===== src/rtl/rnh_pkg.sv =====
// ----------------------------------------------------------------------------
// rnh_pkg
// Shared types and constants of the range normalised histogram unit.
// ----------------------------------------------------------------------------
package rnh_pkg;

  localparam int CHANNELS   = 4;
  localparam int BINS       = 256;
  localparam int COUNT_BITS = 32;
  localparam int CH_BITS    = 2;
  localparam int BIN_BITS   = 8;
  localparam int ADDR_BITS  = CH_BITS + BIN_BITS;
  localparam int DEPTH      = CHANNELS * BINS;
  localparam int PROD_BITS  = 41;

  localparam logic signed [31:0] EMPTY_MIN = 32'sh7fff_ffff;
  localparam logic signed [31:0] EMPTY_MAX = 32'sh8000_0000;
  localparam logic [COUNT_BITS-1:0] COUNT_MAX = '1;

  typedef enum logic [1:0] {
    OP_CLEAR = 2'd0,
    OP_RANGE = 2'd1,
    OP_BIN   = 2'd2,
    OP_READ  = 2'd3
  } op_t;

  typedef enum logic [2:0] {
    ST_SWEEP,
    ST_IDLE,
    ST_DIV,
    ST_READ,
    ST_WRITE,
    ST_OUT
  } state_t;

  typedef struct packed {
    logic [BIN_BITS-1:0]   bin_index;
    logic [31:0]           bin_count;
    logic signed [31:0]    channel_min;
    logic signed [31:0]    channel_max;
    logic signed [31:0]    global_min;
    logic signed [31:0]    global_max;
  } result_t;

endpackage


===== src/rtl/rnh_div.sv =====
// ----------------------------------------------------------------------------
// rnh_div
// Restoring divider, one quotient bit a cycle, quotient clamped to bins-1.
// ----------------------------------------------------------------------------
module rnh_div (
  input  logic                                clk,
  input  logic                                rst,
  input  logic                                start,
  input  logic [rnh_pkg::PROD_BITS-1:0]       dividend,
  input  logic [32:0]                         divisor,
  output logic                                done,
  output logic [rnh_pkg::BIN_BITS-1:0]        quotient
);
  logic [rnh_pkg::PROD_BITS-1:0] quo;
  logic [33:0]                   rem;
  logic [32:0]                   dvs;
  logic [5:0]                    step;
  logic                          busy;
  logic [33:0]                   trial;
  logic [33:0]                   diff;

  always_comb begin
    trial = {rem[32:0], quo[rnh_pkg::PROD_BITS-1]};
    diff  = trial - {1'b0, dvs};
  end

  always_ff @(posedge clk) begin
    if (rst) begin
      busy <= 1'b0;
      done <= 1'b0;
      step <= '0;
    end else begin
      done <= 1'b0;
      if (start) begin
        busy <= 1'b1;
        step <= 6'(rnh_pkg::PROD_BITS);
      end else if (busy) begin
        step <= step - 6'd1;
        if (step == 6'd1) begin
          busy <= 1'b0;
          done <= 1'b1;
        end
      end
    end
  end

  always_ff @(posedge clk) begin
    if (start) begin
      quo <= dividend;
      rem <= '0;
      dvs <= divisor;
    end else if (busy) begin
      if (!diff[33]) begin
        rem <= diff;
        quo <= {quo[rnh_pkg::PROD_BITS-2:0], 1'b1};
      end else begin
        rem <= trial;
        quo <= {quo[rnh_pkg::PROD_BITS-2:0], 1'b0};
      end
    end
  end

  // clamp to the top bin
  assign quotient = (quo > rnh_pkg::PROD_BITS'(rnh_pkg::BINS - 1))
                    ? rnh_pkg::BIN_BITS'(rnh_pkg::BINS - 1)
                    : quo[rnh_pkg::BIN_BITS-1:0];
endmodule

===== config.mk =====
export PLATFORM = sky130hd
export DESIGN_NAME = rnh_div
export DESIGN_NICKNAME = d
export VERILOG_FILES = /design/src/rtl/rnh_pkg.sv /design/src/rtl/rnh_div.sv
export SDC_FILE = /design/constraint.sdc
export NUM_CORES = 1
export LEC_CHECK = 0
export BUFFER_PORTS_ARGS = -buffer_cell sky130_fd_sc_hd__buf_2
export CAP_MARGIN = 0
export CORE_AREA = 2 2 130 100
export CTS_CLUSTER_SIZE = 12
export DETAILED_ROUTE_END_ITERATION = 8
export DIE_AREA = 0 0 132 102
export PLACE_DENSITY_LB_ADDON = 0.1
export RECOVER_POWER = 100
export SETUP_SLACK_MARGIN = 0.1
export SKIP_CTS_REPAIR_TIMING = 1
export SYNTH_ARGS = -nofsm -noshare
export SYNTH_HDL_FRONTEND = slang
export SYNTH_SLANG_ARGS = --single-unit

===== constraint.sdc =====
create_clock -name clk -period 3.9 [get_ports clk]
set_input_delay 0.39 -clock clk [delete_from_list [all_inputs] [get_ports clk]]
set_output_delay 0.39 -clock clk [all_outputs]
set_load 0.1 [all_outputs]

---- Word level (Yosys, flattened, before mapping) ----
Index checks and enable logic that the tools add are counted.
cells by class
  $add $sub $neg .......................... 2
  order comparisons ....................... 1
  equal/unequal tests ..................... 1
  muxes and demuxes ....................... 11
  bitwise logic cells ..................... 1
  reduce and logical (&&, ||, !) cells .... 3
operators with widths
  operator             count
  $mux 41              2
  $gt 41x8->1 const B  1
  $sub 34x33->34       1
  $mux 33              1
  $mux 6               2
  $mux 8               1
  $eq 6x1->1 const B   1
  $sub 6x1->6 const B  1
  $mux 1               5
  $reduce_or 3->1      1
  $reduce_bool 2->1    1
  $reduce_or 2->1      1
  $not 1->1            1
storage, ports and cells
  flip-flop bits (word level) ............. 115
  input bits .............................. 77
  logic and storage cells ................. 26

---- Depth between registers and ports, before layout ----
Gate-level depths: netlist of the first run.
  depth after elaboration ................. 4
  gate-level depth with buffers ........... 15
  gate-level depth less buffers ........... 12

---- Least setup slack after synthesis of the first run ----
Ideal clock, no wire load.
  kind .................................... register to register
  start point ............................. register dvs[8]
  end point ............................... register rem[25]
  setup time .............................. 0.091 ns
  arrival time ............................ 2.794 ns
  setup slack ............................. 1.015 ns
  cell stages (with the launch flop) ...... 14
  period minus slack after synthesis ...... 2.885 ns
  cells stage by stage .................... edfxtp_1 -> inv_1 -> ha_1 -> and3_1 -> nand4_1 -> a21oi_2 -> nor3_1 -> a21o_1 -> o311a_1 -> buf_6 -> or2_1 -> buf_6 -> or3b_1 -> a311oi_1
on the way
  longest elaborated chain between the ends .. 2
RTL lines
  what                    RTL line       RTL
  from (decl)             rnh_div.sv:16  logic [32:0] dvs;
  from (signal assigned)  rnh_div.sv:51  dvs <= divisor;
  $sub 34x33->34          rnh_div.sv:24  diff = trial - {1'b0, dvs};
  $mux 33                 rnh_div.sv:53  if (!diff[33]) begin
  to (signal assigned)    rnh_div.sv:54  rem <= diff;
  to (signal assigned)    rnh_div.sv:57  rem <= trial;
  to (decl)               rnh_div.sv:15  logic [33:0] rem;
No other way between the ends.
A chain may end at the register's enable or synchronous reset.

---- Final worst setup path of the first run ----
  start point ............................. register dvs[22]
  end point ............................... register rem[4]
Same word-level chain as after synthesis.

==> run summary, run 1 <==
- number of levels in the clock H-tree: 4
- maximum clock insertion buffer count: 2
- global-route wire length before repair: 23.73 mm
- dominant cell type by area after synthesis: edfxtp_1
- Total Nets Final: 837
- number of top-level pins: 86
- maximum number of pins on one net before global-route repair: 54
- Worst-path clk slew: 0.06 ns
- final count of hold timing violations: 0
- unrepaired setup endpoints after global routing: no
- initial cell density of the core: 0.5451
- Layout Skew: 0.009426 ns
- # fillers: 1007
- number of violations of the max-capacitance limit: 3
- Rows: 35
- peak supply drop: 0.3434 mV
- count of unique library cells instantiated by Yosys: 59
- Post-synth ARST share: 0
- fraction of layout instances using a drive strength above 1: 0.2117
- minimum clock period after layout: 3.448 ns
- total CTS buffers: 17
- Ant. Diodes: 0
- Max Freq: 290.0 MHz
- clock latency on the worst-skew pair: 0.42 ns
- overall die width: 132 um
- average routed wire per standard cell: 16.16 um
- area share of the largest cell type after synthesis: 0.3360
- largest fanout on the critical path: 15
- Post-Synthesis Mean Instance Area: 10.19 sq um
- Die Height: 102 um
- Post-synth top cells: edfxtp_1 (74), nor2_1 (50), a21oi_1 (47)
- most used flip-flop cell after synthesis: edfxtp_1
- Synthesized Nets: 762
- crit share post-route: 0.8841
- number of DRC markers after the initial detailed-route iteration: 301
- final critical-path setup slack: 0.4521 ns
- result of the run: finished, violations left
- GPL Wtd Cong: 0.9103
- multi-input gate area in the final layout: 0.003253 sq mm
- Area growth syn-to-layout: 17.31%
- post-DP HPWL: 10.15 mm
- Worst EP arrival: 3.69 ns
- Worst setup EP type: flip-flop
- sequential standard cell area: 0.003044 sq mm
- total standard cell area after synthesis: 0.006613 sq mm
- leakage dissipation: 3.284 nW
- global routing usage summed across all routing layers: 0.2214
- root buf cell: clkbuf_16
- critical path required time: 4.15 ns
- TritonCTS clock tree: yes
- clock sink count: 115
- routed via count: 5164
- count of unresolved DRC violations after routing: 0
- Die Area: 0.01346 sq mm
- initial antenna violation count: 0
- final setup violation count: 0
- final WL: 14.59 mm
- number of input and output port buffers inserted: 85
- top-count cell post-synth: edfxtp_1
- average via count per standard cell: 5.719
- violated checks: capacitance limit, slew limit
- top cells by area, synth: edfxtp_1 (34%), dfxtp_1 (12%), mux2_2 (7.0%), ha_1 (6.6%), a21oi_1 (3.6%)
- nature of the critical path startpoint: flip-flop
- Seq/Total Area, Yosys: 0.4602
- Seq cells post-synth: 115
- count of mapped cells out of synthesis: 649
- critical setup path kind: reg2reg
- area of the core region: 0.01213 sq mm
- number of enable flip-flop cells after synthesis: 74
- min-delay worst type: in2reg
- relative max-transition margin: -0.3497
- Final TNS setup: 0 ns
- number of nets still failing antenna checks after routing: 0
- first-pass iteration count of the detailed router: 7
- count of warnings emitted by yosys: 0
- pre-CTS setup slack: 0.3860 ns
- global route overflow: 0
- fin. max-slew vios: 118
- pwr dens: 503.5 mW/mm^2
- worst-margin pin slew: 2.024 ns
- via count of the first global-routing pass: 4856
[path summary, 6_finish.rpt]
check,startpoint,to,slack [ns],cells past startpoint
worst max-delay path,dvs[22]$_DFFE_PP_,rem[4]$_SDFFE_PP0P_,0.45,12
worst min-delay path,divisor[15],dvs[15]$_DFFE_PP_,0.14,1
worst max register to register,dvs[22]$_DFFE_PP_,rem[4]$_SDFFE_PP0P_,0.45,12
worst min register to register,rem[6]$_SDFFE_PP0P_,rem[6]$_SDFFE_PP0P_,0.51,2
[per-stage QoR]
stage | utilization | hold WS, ns | instances | total power (W) | cell area (sq um)
after floorplan | - | 0.4721 | 649 | 0.002052 | 6613
after global placement | 0.5911 | 0.4862 | 871 | 0.002228 | 7171
after detailed placement | 0.5911 | 0.4975 | 871 | 0.002244 | 7171
after CTS | 0.6433 | 0.1289 | 903 | 0.003932 | 7804
after global routing | 0.6395 | 0.1261 | 903 | 0.004081 | 7757
final | 0.6395 | 0.1410 | 903 | 0.003906 | 7757
[power by group]
group	total, W	internal, W	switching, W
clock network	0.00168	0.00108	0.000601
logic	0.000731	0.000322	0.000409
registers	0.00150	0.00143	0.0000695
[critical path: stages (launching register included)]
cell      delay, ns
edfxtp_1       0.32
inv_1          0.04
ha_1           0.41
a21oi_1        0.16
o21ai_1        0.38
a21oi_1        0.15
o21a_1         0.21
a21boi_0       0.16
a41o_1         0.33
or2_2          0.41
clkbuf_2       0.36
mux2i_1        0.24
a211oi_1       0.09
[area by class of cell]
type | instances | area share
Inverter | 41 | 0.01984
Clock buffer | 18 | 0.05532
Clock inverter | 14 | 0.02629
Sequential cell | 115 | 0.3924
Multi-Input combinational cell | 457 | 0.4194
Timing Repair Buffer | 92 | 0.06000
Tap cell | 166 | 0.02677
[per-layer routing]
layer / vias up / share of wire / GRT usage
met5: - / 0 / 0
met4: 0 / 0.010 / 0.07609
met3: 17 / 0.053 / 0.05556
met2: 150 / 0.45 / 0.3442
met1: 2448 / 0.49 / 0.3050
li1: 2549 / - / -
[cells by family after synthesis]
logic type / count (synthesis) / synth area share
AO/OA/AOI/OAI: 155 / 0.1533
XOR/XNOR: 30 / 0.03973
adder cells (fa/ha/maj): 36 / 0.06925
buffers and inverters: 77 / 0.04693
flip-flops: 115 / 0.4602
multiplexers: 60 / 0.09858
AND/OR/NAND/NOR: 176 / 0.1321
[cells in the final DEF, fill, tap and decap left out, drive strengths merged, types with 3 or more instances in the layout]
cell type   n
a211oi     22
a21o       17
a21oi      48
a311oi      4
a31oi       9
and3        5
buf        77
bufinv      4
clkbuf     33
clkinv      5
dfxtp      41
edfxtp     74
ha         35
inv        44
mux2       41
mux2i      19
nand2      41
nand2b     10
nand3       6
nand4       7
nor2       50
nor2b       7
nor3       14
nor3b       6
nor4       15
o21a        6
o21ai      20
o21bai      3
o221ai      3
o22ai       7
or3         4
or3b        3
xnor2      17
xor2       13
[flip-flops by register name (all words and copies together) (netlist names)]
register	cells
busy	1
done	1
dvs	33
quo	41
rem	33
step	6
No activity file was read; power rests on OpenSTA's default activity.
==> inputs of run 2 (changes only) <==
==> constraint.sdc (replaced) <==
create_clock -name clk -period 4.2 [get_ports clk]
set_input_delay 0.42 -clock clk [delete_from_list [all_inputs] [get_ports clk]]
set_output_delay 0.42 -clock clk [all_outputs]
set_load 0.1 [all_outputs]
==> run 2 against run 1 <==
- the run still ends with capacitance limit, slew limit left
- non-clock buffer count down 1
- setup slack improved by 0.15 ns
- sequential cell count stayed put
- clock skew rose by 0.0021 ns
- first-iteration DRC count increased by 17%
- sequential power down 7%
- clock power fell by 19%
- wire length down 0.66%
- highest routed layer unchanged
- largest power group is now sequential cells
- largest cell class unchanged
- core utilization decreased by 0.74 points
==> run summary, run 2 (synthesized netlist as in run 1, its figures left out) <==
- clock network fraction of total power: 0.398, -0.032
- area of the core region: 0.01213 sq mm, unchanged
- first-pass iteration count of the detailed router: 5, -2
- initial cell density of the core: 0.5451, unchanged
- Worst R2R Start: dvs[1]$_DFFE_PP_
- routed via count: 5137, -0.52%
- number of DRC markers after the initial detailed-route iteration: 352, +17%
- initial antenna violation count: 0, unchanged
- average via count per standard cell: 5.695, -0.41%
- global route overflow: 0, unchanged
- nature of the critical path startpoint: flip-flop
- clock sink count: 115, unchanged
- Worst-path clk slew: 0.06 ns, about the same
- leakage dissipation: 3.230 nW, -1.6%
- peak supply drop: 0.2806 mV, -18%
- top library cells by usage in the layout, fill and taps aside: edfxtp_1 (74), buf_2 (74), nor2_1 (50)
- number of violations of the max-capacitance limit: 2, -1
- # fillers: 1019, +1.2%
- Core Util, Final: 0.6321, -0.007427
- end of the worst hold path: dvs[16]$_DFFE_PP_
- largest registers: quo x41, dvs x33, rem x33
- root buf cell: clkbuf_16
- Max Freq: 278.0 MHz, -4.2%
- number of stages on the worst hold path: 1, unchanged
- overall die width: 132 um, unchanged
- pwr dens: 446.3 mW/mm^2, -11%
- critical setup path kind: reg2reg
- Ant. Diodes: 0, unchanged
- final setup violation count: 0, unchanged
- Worst setup EP type: flip-flop
- Final TNS setup: 0 ns, unchanged
- crit share post-route: 0.8565, -0.02754
- global-route wire length before repair: 23.98 mm, +1.1%
- maximum clock insertion buffer count: 2, unchanged
- number of nets still failing antenna checks after routing: 0, unchanged
- unrepaired setup endpoints after global routing: no
- Layout Skew: 0.01156 ns, +0.002137 ns
- min-delay worst type: in2reg
- fraction of layout instances using a drive strength above 1: 0.2065, -0.005147
- Register-to-Register Path Depth: 12, unchanged
- number of levels in the clock H-tree: 4, unchanged
- worst-margin pin slew: 1.899 ns, -0.1255 ns
- number of top-level pins: 86, unchanged
- net switching component of the power: 0.0009635 W, -11%
- Combinational Power Share: 0.195, +0.008
- relative max-transition margin: -0.2660, +0.08364
- register-to-register setup slack: 0.60 ns, +0.15 ns
- final count of hold timing violations: 0, unchanged
- critical path required time: 4.41 ns, +0.26 ns
- post-DP HPWL: 10.10 mm, -0.49%
- hold path start: divisor[16]
- largest fanout on the critical path: 12, -3
- GPL Wtd Cong: 0.9419, +3.5%
- Internal: 0.002459 W, -13%
- violated checks: capacitance limit, slew limit
- final WL: 14.50 mm, -0.66%
- Sw Share: 0.2815, +0.005130
- average routed wire per standard cell: 16.07 um, -0.55%
- maximum number of pins on one net before global-route repair: 47, -13%
- clock latency on the worst-skew pair: 0.42 ns, about the same
- Total Nets Final: 836, -0.12%
- result of the run: finished, violations left
- via count of the first global-routing pass: 4928, +1.5%
- global routing usage summed across all routing layers: 0.2227, +0.001333
- TritonCTS clock tree: yes
- register name with the most flops: quo
- number of flip-flops under the largest register name: 41, unchanged
- FF-to-FF End: rem[21]$_SDFFE_PP0P_
- count of unresolved DRC violations after routing: 0, unchanged
- minimum clock period after layout: 3.598 ns, +0.1496 ns
- Rows: 35, unchanged
- Worst EP arrival: 3.81 ns, +0.12 ns
- Area growth syn-to-layout: 15.95%
- number of input and output port buffers inserted: 85, unchanged
- Die Area: 0.01346 sq mm, unchanged
- Seq pwr share: 0.406, +0.023
- Die Height: 102 um, unchanged
- fin. max-slew vios: 81, -31%
- total CTS buffers: 17, unchanged
run 2: layout make-up:
| cell class | count | area [sq um] | area share |
|---|---|---|---|
| repair buffers | 91 | 444.2 | 0.05793 |
| well taps | 166 | 207.7 | 0.02709 |
| inverters | 41 | 153.9 | 0.02007 |
| multi-input cells | 457 | 3253 | 0.4243 |
| clock buffers | 20 | 456.7 | 0.05956 |
| flip-flops and latches | 115 | 3044 | 0.3970 |
| clock inverters | 12 | 107.6 | 0.01403 |
run 2: routing by layer:
metal / global-route usage / part of all wire
met5: 0 / 0
met4: 0.06940 / 0.0089
met1: 0.3116 / 0.49
met2: 0.3502 / 0.44
met3: 0.04812 / 0.054
run 2: worst max-delay path, stage by stage (launching register included):
cell and delay, ns:
edfxtp_1 0.41, inv_1 0.08, ha_1 0.22, nor2b_1 0.15, o2111ai_1 0.26, a21oi_2 0.10
nor3_1 0.35, a21o_1 0.16, o311a_1 0.45, or2_1 0.44, clkbuf_1 0.42, mux2i_1 0.26
a211oi_1 0.09
run 2: power groups by stage:
stage / Clock (W) / Sequential [W] / Combinational (W)
floorplan: 0 / 0.00138 / 0.000521
global placement: 0 / 0.00141 / 0.000650
detailed placement: 0 / 0.00141 / 0.000661
CTS: 0.00139 / 0.00139 / 0.000667
global route: 0.00144 / 0.00141 / 0.000744
finish: 0.00136 / 0.00139 / 0.000669
run 2: through the flow:
| stage | hold WS [ns] | std cells | cell area, sq um | worst slack [ns] | total power, W |
|---|---|---|---|---|---|
| 6_report | 0.1774 | 902 | 7667 | 0.6025 | 0.003422 |
| 5_1_grt | 0.1651 | 902 | 7667 | 0.2976 | 0.003588 |
| 4_1_cts | 0.1713 | 902 | 7702 | 0.7106 | 0.003443 |
| 3_5_place_dp | 0.4957 | 870 | 7138 | 0.7148 | 0.002072 |
| 3_3_place_gp | 0.4859 | 870 | 7138 | 0.7694 | 0.002057 |
| 2_1_floorplan | 0.4721 | 649 | 6613 | 1.315 | 0.001905 |
run 2: how the worst max path moves through the flow:
stage | endpoint | startpoint | slack [ns]
final | rem[21]$_SDFFE_PP0P_ | dvs[1]$_DFFE_PP_ | 0.60
after CTS | rem[16]$_SDFFE_PP0P_ | dvs[1]$_DFFE_PP_ | 0.71
after floorplan | rem[25]$_SDFFE_PP0P_ | dvs[8]$_DFFE_PP_ | 1.31
after global placement | rem[19]$_SDFFE_PP0P_ | dvs[4]$_DFFE_PP_ | 0.77
after detailed placement | rem[16]$_SDFFE_PP0P_ | dvs[1]$_DFFE_PP_ | 0.71
after global routing | rem[21]$_SDFFE_PP0P_ | dvs[1]$_DFFE_PP_ | 0.30
